### src/hw/rtl/sacr_pkg.sv
// Package for the sparse affine clipped-ReLU unit: request codes, controller
// states and the command/status structs between controller and datapath.
// No dependencies.
package sacr_pkg;

  localparam int unsigned WEIGHT_W = 8;
  localparam int unsigned BIAS_W   = 32;
  localparam int unsigned ACC_W    = 32;
  localparam int unsigned CLIP_W   = 7;
  localparam int unsigned CLIP_MAX = 127;

  typedef enum logic [1:0] {
    CMD_LOAD_WEIGHT = 2'd0,
    CMD_LOAD_BIAS   = 2'd1,
    CMD_ACTIVATE    = 2'd2
  } cmd_e;

  typedef enum logic [1:0] {
    ST_IDLE,
    ST_MAC,
    ST_EMIT
  } state_e;

  typedef struct packed {
    logic wr_weight;  // write one weight byte into its row
    logic wr_bias;    // write one bias register
    logic rd_row;     // read the weight row and capture the activation
    logic mac;        // update the accumulators
    logic init_acc;   // start the accumulators from the biases
    logic emit_load;  // load the output register with one result
  } dp_cmd_t;

  typedef struct packed {
    logic out_free;   // output register can take a result this cycle
  } dp_stat_t;

endpackage

### src/hw/rtl/sacr_ctrl.sv
// Controller state machine of the unit: accepts requests, sequences the
// accumulate step and the result emission. Depends on sacr_pkg.
module sacr_ctrl import sacr_pkg::*; #(
  parameter int unsigned NEURON_COUNT = 16,
  parameter int unsigned NIDX_W       = 4
) (
  input  logic              clk_i,
  input  logic              rst_ni,
  input  logic              in_valid_i,
  input  logic [1:0]        in_command_i,
  input  logic              in_final_i,
  output logic              in_ready_o,
  output dp_cmd_t           cmd_o,
  output logic [NIDX_W-1:0] emit_idx_o,
  input  dp_stat_t          stat_i
);

  localparam logic [NIDX_W-1:0] LastIdx = NIDX_W'(NEURON_COUNT - 1);

  state_e            state_q, state_d;
  logic              fresh_q, fresh_d;
  logic              final_q, final_d;
  logic [NIDX_W-1:0] idx_q, idx_d;
  logic              accept;

  always_ff @(posedge clk_i or negedge rst_ni) begin
    if (!rst_ni) begin
      state_q <= ST_IDLE;
      fresh_q <= 1'b1;
      final_q <= 1'b0;
      idx_q   <= '0;
    end else begin
      state_q <= state_d;
      fresh_q <= fresh_d;
      final_q <= final_d;
      idx_q   <= idx_d;
    end
  end

  assign accept = in_valid_i && in_ready_o;

  always_comb begin
    state_d    = state_q;
    fresh_d    = fresh_q;
    final_d    = final_q;
    idx_d      = idx_q;
    in_ready_o = 1'b0;
    cmd_o      = '0;
    emit_idx_o = idx_q;
    unique case (state_q)
      ST_IDLE: begin
        in_ready_o = 1'b1;
        if (in_valid_i) begin
          unique case (in_command_i)
            CMD_LOAD_WEIGHT: cmd_o.wr_weight = 1'b1;
            CMD_LOAD_BIAS:   cmd_o.wr_bias   = 1'b1;
            CMD_ACTIVATE: begin
              cmd_o.rd_row = 1'b1;
              final_d      = in_final_i;
              state_d      = ST_MAC;
            end
            default: ;  // unused code: drop the request
          endcase
        end
      end
      ST_MAC: begin
        cmd_o.mac      = 1'b1;
        cmd_o.init_acc = fresh_q;
        fresh_d        = final_q;
        idx_d          = '0;
        state_d        = final_q ? ST_EMIT : ST_IDLE;
      end
      ST_EMIT: begin
        if (stat_i.out_free) begin
          cmd_o.emit_load = 1'b1;
          idx_d           = idx_q + NIDX_W'(1);
          if (idx_q == LastIdx) begin
            idx_d   = '0;
            state_d = ST_IDLE;
          end
        end
      end
      default: state_d = ST_IDLE;
    endcase
  end

  a_emit_only_when_free: assert property (@(posedge clk_i) disable iff (!rst_ni)
    cmd_o.emit_load |-> stat_i.out_free)
    else $error("result loaded into a busy output register");

  a_activate_goes_mac: assert property (@(posedge clk_i) disable iff (!rst_ni)
    (accept && in_command_i == CMD_ACTIVATE) |=> (state_q == ST_MAC))
    else $error("accepted activation did not reach the accumulate step");

  a_final_rearms_pass: assert property (@(posedge clk_i) disable iff (!rst_ni)
    (state_q == ST_MAC && final_q) |=> (fresh_q && state_q == ST_EMIT))
    else $error("final activation did not end the pass");

  a_idx_in_range: assert property (@(posedge clk_i) disable iff (!rst_ni)
    idx_q <= LastIdx)
    else $error("emission counter beyond the last neuron");

endmodule

### config.mk
export PLATFORM = sky130hd
export DESIGN_NAME = sacr_ctrl
export DESIGN_NICKNAME = d
export VERILOG_FILES = /design/src/hw/rtl/sacr_pkg.sv /design/src/hw/rtl/sacr_ctrl.sv
export SDC_FILE = /design/constraint.sdc
export NUM_CORES = 1
export LEC_CHECK = 0
export BUFFER_PORTS_ARGS = -buffer_cell sky130_fd_sc_hd__buf_2
export CAP_MARGIN = 20
export CORE_AREA = 2 2 39 41
export CTS_CLUSTER_SIZE = 25
export DETAILED_ROUTE_END_ITERATION = 10
export DIE_AREA = 0 0 41 43
export GPL_TIMING_DRIVEN = 0
export PLACE_DENSITY_LB_ADDON = 0.1
export SKIP_CTS_REPAIR_TIMING = 1
export SYNTH_ARGS = -nofsm -noshare
export SYNTH_HDL_FRONTEND = slang
export SYNTH_SLANG_ARGS = --single-unit
export TNS_END_PERCENT = 20
### constraint.sdc
create_clock -name clk_i -period 2.4 [get_ports clk_i]
set_input_delay 0.12 -clock clk_i [delete_from_list [all_inputs] [get_ports clk_i]]
set_output_delay 0.12 -clock clk_i [all_outputs]
set_load 0.01 [all_outputs]
Word level (Yosys, flattened, before mapping)
Cells that the tools add are included.
- register bits: 8
- bits of input ports: 7
- word-level logic and storage cells: 38
- output and inout bits: 11
- eq/ne operators: 9
- mux-type cells: 18
- reduce and logical (&&, ||, !) cells: 6
- $add $sub $neg: 1
- operators with widths (cell ; count):
    2-to-1 mux 2 bit ; 6
    2-to-1 mux 4 bit ; 2
    one-hot mux 4 bit (2 select lines) ; 1
    2-to-1 mux 1 bit ; 6
    2-to-1 mux 3 bit ; 2
    inequality test 2 bit, second input constant ; 3
    one-hot mux 2 bit (3 select lines) ; 1
    adder 4 x 1 -> 4 bit, second input constant ; 1
    == test 2 x 1 -> 1 bit, second input constant ; 2
    == test 2 bit, second input constant ; 2
    == test 4 bit, second input constant ; 1
    zero test 2 bit ; 2
    AND reduction 4 bit ; 1
    AND reduction 3 bit ; 1
    inequality test 2 x 1 -> 1 bit, second input constant ; 1
    AND reduction 2 bit ; 1
    nonzero test 2 bit ; 1

Depth between registers and ports, before layout
Gate-level depths: netlist (run 1).
- depth after elaboration: 4
- depth in mapped cells: 4
- depth with buffers taken out: 4

Worst setup path after synthesis (run 1)
OpenSTA, ideal clock, no wires.
- path kind: register -> register
- start: register state_q[1]
- end: register final_q
- data required time: 2.275 ns
- buffers on the path: 0
- period minus slack after synthesis: 1.256 ns
- stages on the path, launching flop included: 4
- setup slack: 1.144 ns
- setup time: 0.125 ns
- arrival: 1.131 ns
- cell sequence: dfrtp_1 > nor2_1 > nand4b_1 > mux2_2
- word-level cells in the longest chain between the ends: 2
- RTL lines (what ; RTL line ; text):
    start: declaration ; sacr_ctrl.sv:20 ; state_e state_q, state_d;
    start signal: assignment ; sacr_ctrl.sv:33 ; state_q <= state_d;
    zero test 2 bit ; sacr_ctrl.sv:50 ; unique case (state_q)
    AND reduction 3 bit (no source line) ; -- ;
    end signal: assignment ; sacr_ctrl.sv:35 ; final_q <= final_d;
    end: declaration ; sacr_ctrl.sv:22 ; logic final_q, final_d;
No other way between the ends.
A chain may end at the register's enable or synchronous reset.

==> results of run 1 <==
## placed cells by master (no fill, tap or decap), drive strengths merged
cell and instances:
nand3b 1, a41oi 1, or4 1, nor3 1
a31o 1, dlygate4sd3 1, o211ai 1, ha 1
a311oi 1, nand3 5, inv 5, nor3b 1
a21oi 1, nand4b 1, nand2b 1, clkbuf 4
nor2 1, nand2 9, dfstp 1, mux2 1
dfrtp 7, buf 17, and2 1, o311ai 1
## worst max-delay path, stage by stage, from the launching register on
cell,delay [ps]
sky130_fd_sc_hd__dfrtp_1,420
sky130_fd_sc_hd__nand2b_1,240
sky130_fd_sc_hd__inv_1,100
sky130_fd_sc_hd__and2_1,160
sky130_fd_sc_hd__buf_2,130
## path summary, 6_finish.rpt
path,startpoint,end,slack [ps],depth (start not counted)
hold reg to reg,fresh_q,fresh_q,470,2
max in group asynchronous,rst_ni,fresh_q,1920,2
setup reg to reg,state_q[0],emit_idx_o[3],1150,3
setup / recovery,state_q[1],cmd_o[1],970,4
hold / removal,in_final_i,final_q,100,2
min in group asynchronous,rst_ni,emit_idx_o[3],230,2
## power breakdown
group	internal (mW)	total (mW)	switching, mW
Sequential	0.191	0.248	0.0572
Combinational	0.0990	0.212	0.113
Clock	0.0637	0.112	0.0481
Total	0.354	0.573	0.219
## flip-flops by register name (all words and copies together) (netlist names)
signal	cells
emit_idx_o	4
state_q	2
final_q	1
fresh_q	1
## cell type report
type / count / area share [%]
tap: 16 / 3.60
inverter: 5 / 3.37
sequential: 8 / 36.2
multi-input combinational: 30 / 35.1
timing repair buffer: 18 / 17.1
clock buffer: 4 / 4.72
## through the flow
| step | hold WS, ps | cells |
|---|---|---|
| after CTS | -300 | 80 |
| after global placement | -21.5 | 76 |
| after global routing | 96.6 | 81 |
| final | 101 | 81 |
| after floorplan | -176 | 43 |
| after detailed placement | -26.6 | 76 |
## layer usage
metal  vias to the layer above  routed length [um]
met2                        14                 376
met5                         -                   0
met3                         2                  63
met1                       175                 406
li1                        197                   -
met4                         0                   4
## kinds of logic (layout without fill, tap and decap cells)
family                   after synthesis  after routing
AO/OA/AOI/OAI                          6              6
adder cells (fa/ha/maj)                1              1
buffers and inverters                  5             27
flip-flops                             8              8
multiplexers                           1              1
AND/OR/NAND/NOR                       22             22
==> impl_metrics.toml, run 1 <==
[timing]
worst_slew_pin_slew_ps = 263
setup_viol = 0
final_max_slew_viol_count = 0
fin_ws_ps = 968
grt_setup_unrepaired = "false"
finClkSkew_ps = 9.42
maxSlewHeadroom_pct = 82.2
hold_viol = 0
timing.setup.tns_ps = 0
max_freq_ghz = 0.698
ratio_of_final_minimum_period_to_clock_period_pct = 59.7
period_minus_slack_ps = 1430

[synth]
main_combinational_cell_family_by_area_after_synthesis = "simple AND/OR/NAND/NOR gates"
ys_ff_latch = 8
syn-mean-instance-area_um2 = 9.66
mappedNetlistArea_um2 = 415
mux_share_of_post_synthesis_cell_area_pct = 2.71
synth-async-reset-ratio_pct = 100
synthCells = 43
synth_simple_gate_area_share_pct = 29.8
post_synth_num_cell_types = 21
netlist.top_cell.by_area = "sky130_fd_sc_hd__dfrtp_1"
synthTopCellsByArea = "sky130_fd_sc_hd__dfrtp_1 (42%), sky130_fd_sc_hd__nand2_1 (8.1%), sky130_fd_sc_hd__dfstp_2 (6.3%)"
synth_largest_type_area_fraction_pct = 42.2
synthMostInstantiatedCell = "sky130_fd_sc_hd__nand2_1"
yosys.area_share.adder_pct = 3.01
synth.yosys.seq_area_share_pct = 48.5
synth_fp_nets = 51
yosys.area_share.xor_xnor_pct = 0
synth_top_flop_cell = "sky130_fd_sc_hd__dfrtp_1"
synthTopCellsByCount = "sky130_fd_sc_hd__nand2_1 (9), sky130_fd_sc_hd__dfrtp_1 (7), sky130_fd_sc_hd__inv_1 (5), sky130_fd_sc_hd__nand3_1 (5)"
synth-edff-count = 0
synth-compound-area-share_pct = 11.4
yosys_warnings = 0

[outcome]
status = "complete, no violations"

[hold_path]
hold_path_class = "in2reg"

[placed_design]
gp_congestion = 0.626
place_hpwl_um = 651
port_buffers = 17
placement.setup.worst_slack_ps = 1150
dpl-instance-area_um2 = 520

[critical_path]
critical_path_peak_fanout = 6
worstPathArrival_ps = 1310
worstSetupEndpointType = "output pin"
kind_of_critical_path = "reg2out"
start_kind = "flip-flop"
required_time_worst_endpoint_ps = 2280

[clocking]
insertion_delay_ps = 250
cts_tree = "built"
htree_num_levels = 1
cts.reportedPaths.clkPinSlew_ps = 60
numCtsBuffers = 3
cts-root-to-sink-buffers = 2
ctsRootBufferMaster = "sky130_fd_sc_hd__clkbuf_4"
clock-sinks = 8

[cells_and_area]
final_cell_utilization_of_the_core_pct = 40.2
register_area_um2 = 201
fillerInstances = 139
final_area_um2 = 557
layout-drive-gt1-share_pct = 36.9
count_of_inserted_antenna_diode_cells = 0
final_nets = 74
multiInputGateArea_um2 = 195
areaGrowthSynthToFinish_pct = 34.0

[grt]
met1_usage_grt_pct = 15.9
busiest_layer = "met2"
grt_max_degree = 9
grt_first_pass_wirelength_um = 1430
gr_overflow_total = 0
globalRouteMet2Util_pct = 16.3
antenna_found_initial = 0
met3_usage_pct = 4.71
grt_pass1_vias = 348
grt_usage_pct = 12.3

[pwr]
ir_drop_mv = 0.398
power_leakage_nw = 0.322
powerDensity_nw_per_um2 = 1030
post-layout-total-power_mw = 0.573

[die]
start_util_pct = 30.0
floorplan.die_area_um2 = 1760
row_count = 14
fp.coreArea_um2 = 1380
boundaryPins = 18
die_y_um = 43
chipWidth_um = 41

[route]
route.antenna.remaining_nets = 0
avgRoutedWirePerCell_um = 10.5
drc = 0
route.vias.total = 388
post_drt_via_cell_ratio = 4.79
drt-total-wl_um = 850
drt-pass1-iter-count = 2
dr.first_iter.drc_count = 2

[job]
drv_cap = 0
(Power assumes the default switching activity.)
==> run 2: changes to the inputs <==
- clock period: 2.4 -> 1.2 ns (I/O delays scaled with it)
==> impl_metrics.toml, run 2 (same netlist as run 1, synthesis figures left out) <==
[route]
dr.first_iter.drc_count = 10
drc = 0
post_drt_via_cell_ratio = 4.94
route.vias.total = 405
avgRoutedWirePerCell_um = 10.3
drt-total-wl_um = 846
drt-pass1-iter-count = 4
route.antenna.remaining_nets = 0

[placed_design]
placement.setup.worst_slack_ps = -49.3
dpl-instance-area_um2 = 523
port_buffers = 17
place_hpwl_um = 655
gp_congestion = 0.690
place.detailed.instances = 76

[critical_path]
critical_path_peak_fanout = 4
critical_path.cell_chain = "nor2_4 > nand4b_1 > buf_4 > mux2_2"
path_buf_inv = 1
required_time_worst_endpoint_ps = 1340
cp_slowest_cell = "sky130_fd_sc_hd__dfrtp_2"
startpoint = "state_q[0]"
maximum_single_stage_delay_on_the_critical_path_ps = 450
critical_path.top_delay_family = "flip-flops"
worstPathArrival_ps = 1420
start_kind = "flip-flop"
kind_of_critical_path = "reg2reg"
worstSetupEndpointType = "flip-flop"
r2r-start = "state_q[0]"

[pwr]
powerDensity_nw_per_um2 = 2020
comb_power_share_pct = 39.1
internal_power_mw = 0.744
ir_drop_mv = 0.767
switching_share_pct = 38.3
switchingPower_mw = 0.461
power.clock.fraction_pct = 18.3
seqPwrFrac_pct = 42.6
power_leakage_nw = 0.328

[timing]
grt_setup_unrepaired = "true"
worst_slew_pin_slew_ps = 246
hold_viol = 0
finClkSkew_ps = 7.39
final_max_slew_viol_count = 0
setup_viol = 7
fin_ws_ps = -87.5
maxSlewHeadroom_pct = 83.3
period_minus_slack_ps = 1290
ratio_of_final_minimum_period_to_clock_period_pct = 107
max_freq_ghz = 0.777

[cells_and_area]
layout.cells.non_filler = 82
layout_common_cells = "sky130_fd_sc_hd__buf_2 (17), sky130_fd_sc_hd__nand2_1 (8), sky130_fd_sc_hd__nand3_1 (5), sky130_fd_sc_hd__dfrtp_1 (5)"
largest_register_ffs = 4
fillerInstances = 136
layout_commonest_cell = "sky130_fd_sc_hd__buf_2"
areaGrowthSynthToFinish_pct = 43.7
final_area_um2 = 597
layout-drive-gt1-share_pct = 53.0
count_of_inserted_antenna_diode_cells = 0
final_nets = 75

[clocking]
cts_tree = "built"
clock-sinks = 8
ctsRootBufferMaster = "sky130_fd_sc_hd__clkbuf_4"
cts-root-to-sink-buffers = 2
htree_num_levels = 1
insertion_delay_ps = 260
numCtsBuffers = 3
cts.reportedPaths.clkPinSlew_ps = 60

[hold_path]
hold_path_class = "in2reg"
timing.hold.worst.start = "in_final_i"

[grt]
gr_overflow_total = 0
grt_usage_pct = 12.0
grt_pass1_vias = 355
grt_max_degree = 9
grt_first_pass_wirelength_um = 1400
antenna_found_initial = 0

[die]
boundaryPins = 18
floorplan.die_area_um2 = 1760
chipWidth_um = 41
fp.coreArea_um2 = 1380
start_util_pct = 30.0
die_y_um = 43
row_count = 14

[job]
drv_cap = 0

[outcome]
violations = "negative setup slack"
status = "finished, violations left"
-- run 2: changes by cell type in the layout (fill, tap and decap cells not counted), moves of 2 or more --
cell	previous run	this run
sky130_fd_sc_hd__dfrtp_1	7	5
sky130_fd_sc_hd__dfrtp_2	0	2
sky130_fd_sc_hd__inv_1	5	3
sky130_fd_sc_hd__inv_2	0	2
-- run 2: final timing paths --
check	to	cells past startpoint	slack [ps]
min	final_q	2	40
max in group asynchronous	fresh_q	2	770
max	final_q	4	-90
min reg2reg	fresh_q	2	460
max reg2reg	final_q	4	-90
min in group asynchronous	emit_idx_o[3]	2	180
-- run 2: cell type report --
class                           count  area [um^2]  share of cell area (%)
Tap cell                           16         20.0                    3.35
Inverter                            5         18.8                    3.14
Multi-Input combinational cell     30          225                    37.7
Timing Repair Buffer               19          103                    17.2
Sequential cell                     8          204                    34.2
Clock buffer                        4         26.3                    4.40
-- run 2: routing by layer --
layer	wire length (um)	GRT usage (%)
met1	365	15.3
met2	382	15.9
met3	73	3.14
met4	24	10.0
met5	0	0
-- run 2: worst register-to-register path, stage by stage, from the launching register on --
cell	delay, ps
sky130_fd_sc_hd__dfrtp_2	450
sky130_fd_sc_hd__nor2_4	140
sky130_fd_sc_hd__nand4b_1	160
sky130_fd_sc_hd__buf_4	170
sky130_fd_sc_hd__mux2_2	250
-- run 2: stage by stage --
step / power (mW) / util [%] / setup TNS [ps] / hold slack (ps)
after floorplan: 0.769 / - / 0 / -236
after global placement: 0.941 / 37.8 / -43.7 / -82.2
after detailed placement: 0.938 / 37.8 / -49.3 / -86.0
after CTS: 1.17 / 39.7 / -787 / -366
after global routing: 1.34 / 43.1 / -933 / 38.0
final: 1.21 / 43.1 / -309 / 38.7
-- run 2: power groups by stage --
stage                     Clock (mW)  Sequential, mW  Combinational, mW
after global placement             0           0.509              0.432
after floorplan                    0           0.511              0.259
final                          0.221           0.513              0.471
after global routing           0.259           0.532              0.546
after CTS                      0.230           0.502              0.438
after detailed placement           0           0.507              0.432
==> run 3: changes to the inputs <==
- PLACE_DENSITY: unset -> 0.68
- PLACE_DENSITY_LB_ADDON: 0.1 -> unset
==> impl_metrics.toml, run 3 (same netlist as run 1, synthesis figures left out) <==
[outcome]
status = "finished, violations left"
violations = "negative setup slack"

[die]
die_y_um = 43
floorplan.die_area_um2 = 1760
boundaryPins = 18
fp.coreArea_um2 = 1380
row_count = 14
start_util_pct = 30.0
chipWidth_um = 41

[critical_path]
kind_of_critical_path = "reg2out"
critical_path.cell_chain = "nor2_4 > nand2_2 > nor3b_2 > buf_2"
worstPathArrival_ps = 1190
critical_path_peak_fanout = 4
start_kind = "flip-flop"
maximum_single_stage_delay_on_the_critical_path_ps = 440
worstSetupEndpointType = "output pin"
required_time_worst_endpoint_ps = 1140
cp_slowest_cell = "sky130_fd_sc_hd__dfrtp_2"

[pwr]
ir_drop_mv = 0.970
powerDensity_nw_per_um2 = 2040
post-layout-total-power_mw = 1.22
power_leakage_nw = 0.331

[hold_path]
hold_path_class = "in2reg"

[timing]
setup_viol = 5
grt_setup_unrepaired = "true"
ratio_of_final_minimum_period_to_clock_period_pct = 104
max_freq_ghz = 0.802
maxSlewHeadroom_pct = 80.6
final_max_slew_viol_count = 0
worst_slew_pin_slew_ps = 288
timing.setup.tns_ps = -126
fin_ws_ps = -46.4
period_minus_slack_ps = 1250
whs_ps = 43.7
finClkSkew_ps = 17.3
hold_viol = 0

[placed_design]
place_hpwl_um = 632
place.detailed.instances = 76
gp_congestion = 0.652
dpl-instance-area_um2 = 523
port_buffers = 17

[route]
dr.first_iter.drc_count = 5
drt-total-wl_um = 844
drc = 0
avgRoutedWirePerCell_um = 10.2
post_drt_via_cell_ratio = 4.94
drt-pass1-iter-count = 2
route.vias.total = 410
route.antenna.remaining_nets = 0

[clocking]
insertion_delay_ps = 260
ctsRootBufferMaster = "sky130_fd_sc_hd__clkbuf_4"
htree_num_levels = 1
numCtsBuffers = 3
clock-sinks = 8
cts_tree = "built"
cts.reportedPaths.clkPinSlew_ps = 50
cts-root-to-sink-buffers = 2

[cells_and_area]
fillerInstances = 140
final_nets = 76
final_area_um2 = 599
areaGrowthSynthToFinish_pct = 44.3
largest_register_ffs = 4
layout-drive-gt1-share_pct = 52.2
layout.cells.non_filler = 83
layout_commonest_cell = "sky130_fd_sc_hd__buf_2"
count_of_inserted_antenna_diode_cells = 0
layout_common_cells = "sky130_fd_sc_hd__buf_2 (17), sky130_fd_sc_hd__nand2_1 (8), sky130_fd_sc_hd__nand3_1 (5), sky130_fd_sc_hd__dfrtp_1 (5)"

[grt]
grt_max_degree = 9
gr_overflow_total = 0
grt_pass1_vias = 347
grt_usage_pct = 11.8
antenna_found_initial = 0
grt_first_pass_wirelength_um = 1320

[job]
drv_cap = 0
==> run 3: cell count changes in the layout (fill, tap and decap cells not counted) <==
cell                       before  now
sky130_fd_sc_hd__o311ai_0       0    1
sky130_fd_sc_hd__o311ai_1       1    0
sky130_fd_sc_hd__nor3_1         0    1
sky130_fd_sc_hd__buf_4          1    2
sky130_fd_sc_hd__nor3_2         1    0
==> run 3: metrics by stage <==
step / util [%] / setup slack [ps]
floorplan: - / 12.8
global placement: 37.8 / -23.7
detailed placement: 37.8 / -32.8
CTS: 39.7 / -205
global route: 43.3 / -131
finish: 43.3 / -46.4
==> run 3: where the power goes <==
| group | internal [mW] | total, mW | switching, mW | leakage, nW |
|---|---|---|---|---|
| sequential | 0.386 | 0.503 | 0.117 | 0.0972 |
| clock | 0.127 | 0.227 | 0.0996 | 0.0150 |
| combinational | 0.244 | 0.490 | 0.247 | 0.218 |
==> run 3: final cells by class <==
cell class	count	area, um^2	area share [%]
Timing Repair Buffer	20	110	18.4
Multi-Input combinational cell	30	220	36.7
Inverter	5	18.8	3.13
Tap cell	16	20.0	3.34
Sequential cell	8	204	34.0
Clock buffer	4	26.3	4.38
==> run 3: layer usage <==
| metal | vias to the layer above | track usage [%] | wire [um] |
|---|---|---|---|
| met5 | - | 0 | 0 |
| met4 | 0 | 4.00 | 0 |
| met3 | 0 | 9.42 | 96 |
| met2 | 20 | 17.2 | 395 |
| met1 | 188 | 12.3 | 352 |
| li1 | 202 | - | - |
==> run 3: worst paths after layout <==
| path | endpoint | slack (ps) | cells past startpoint | start |
|---|---|---|---|---|
| setup / recovery | cmd_o[4] | -50 | 4 | state_q[0] |
| hold / removal | final_q | 40 | 2 | in_final_i |
| setup reg to reg | final_q | -40 | 4 | state_q[0] |
| hold reg to reg | fresh_q | 460 | 2 | fresh_q |
| max in group asynchronous | fresh_q | 780 | 2 | rst_ni |
| min in group asynchronous | emit_idx_o[3] | 160 | 2 | rst_ni |
==> run 3: critical path: cells and delay by family, from the launching register on <==
kind	cells	cell delay, ps
buffers and inverters	1	150
DFF	1	440
and+or+nand+nor	3	350
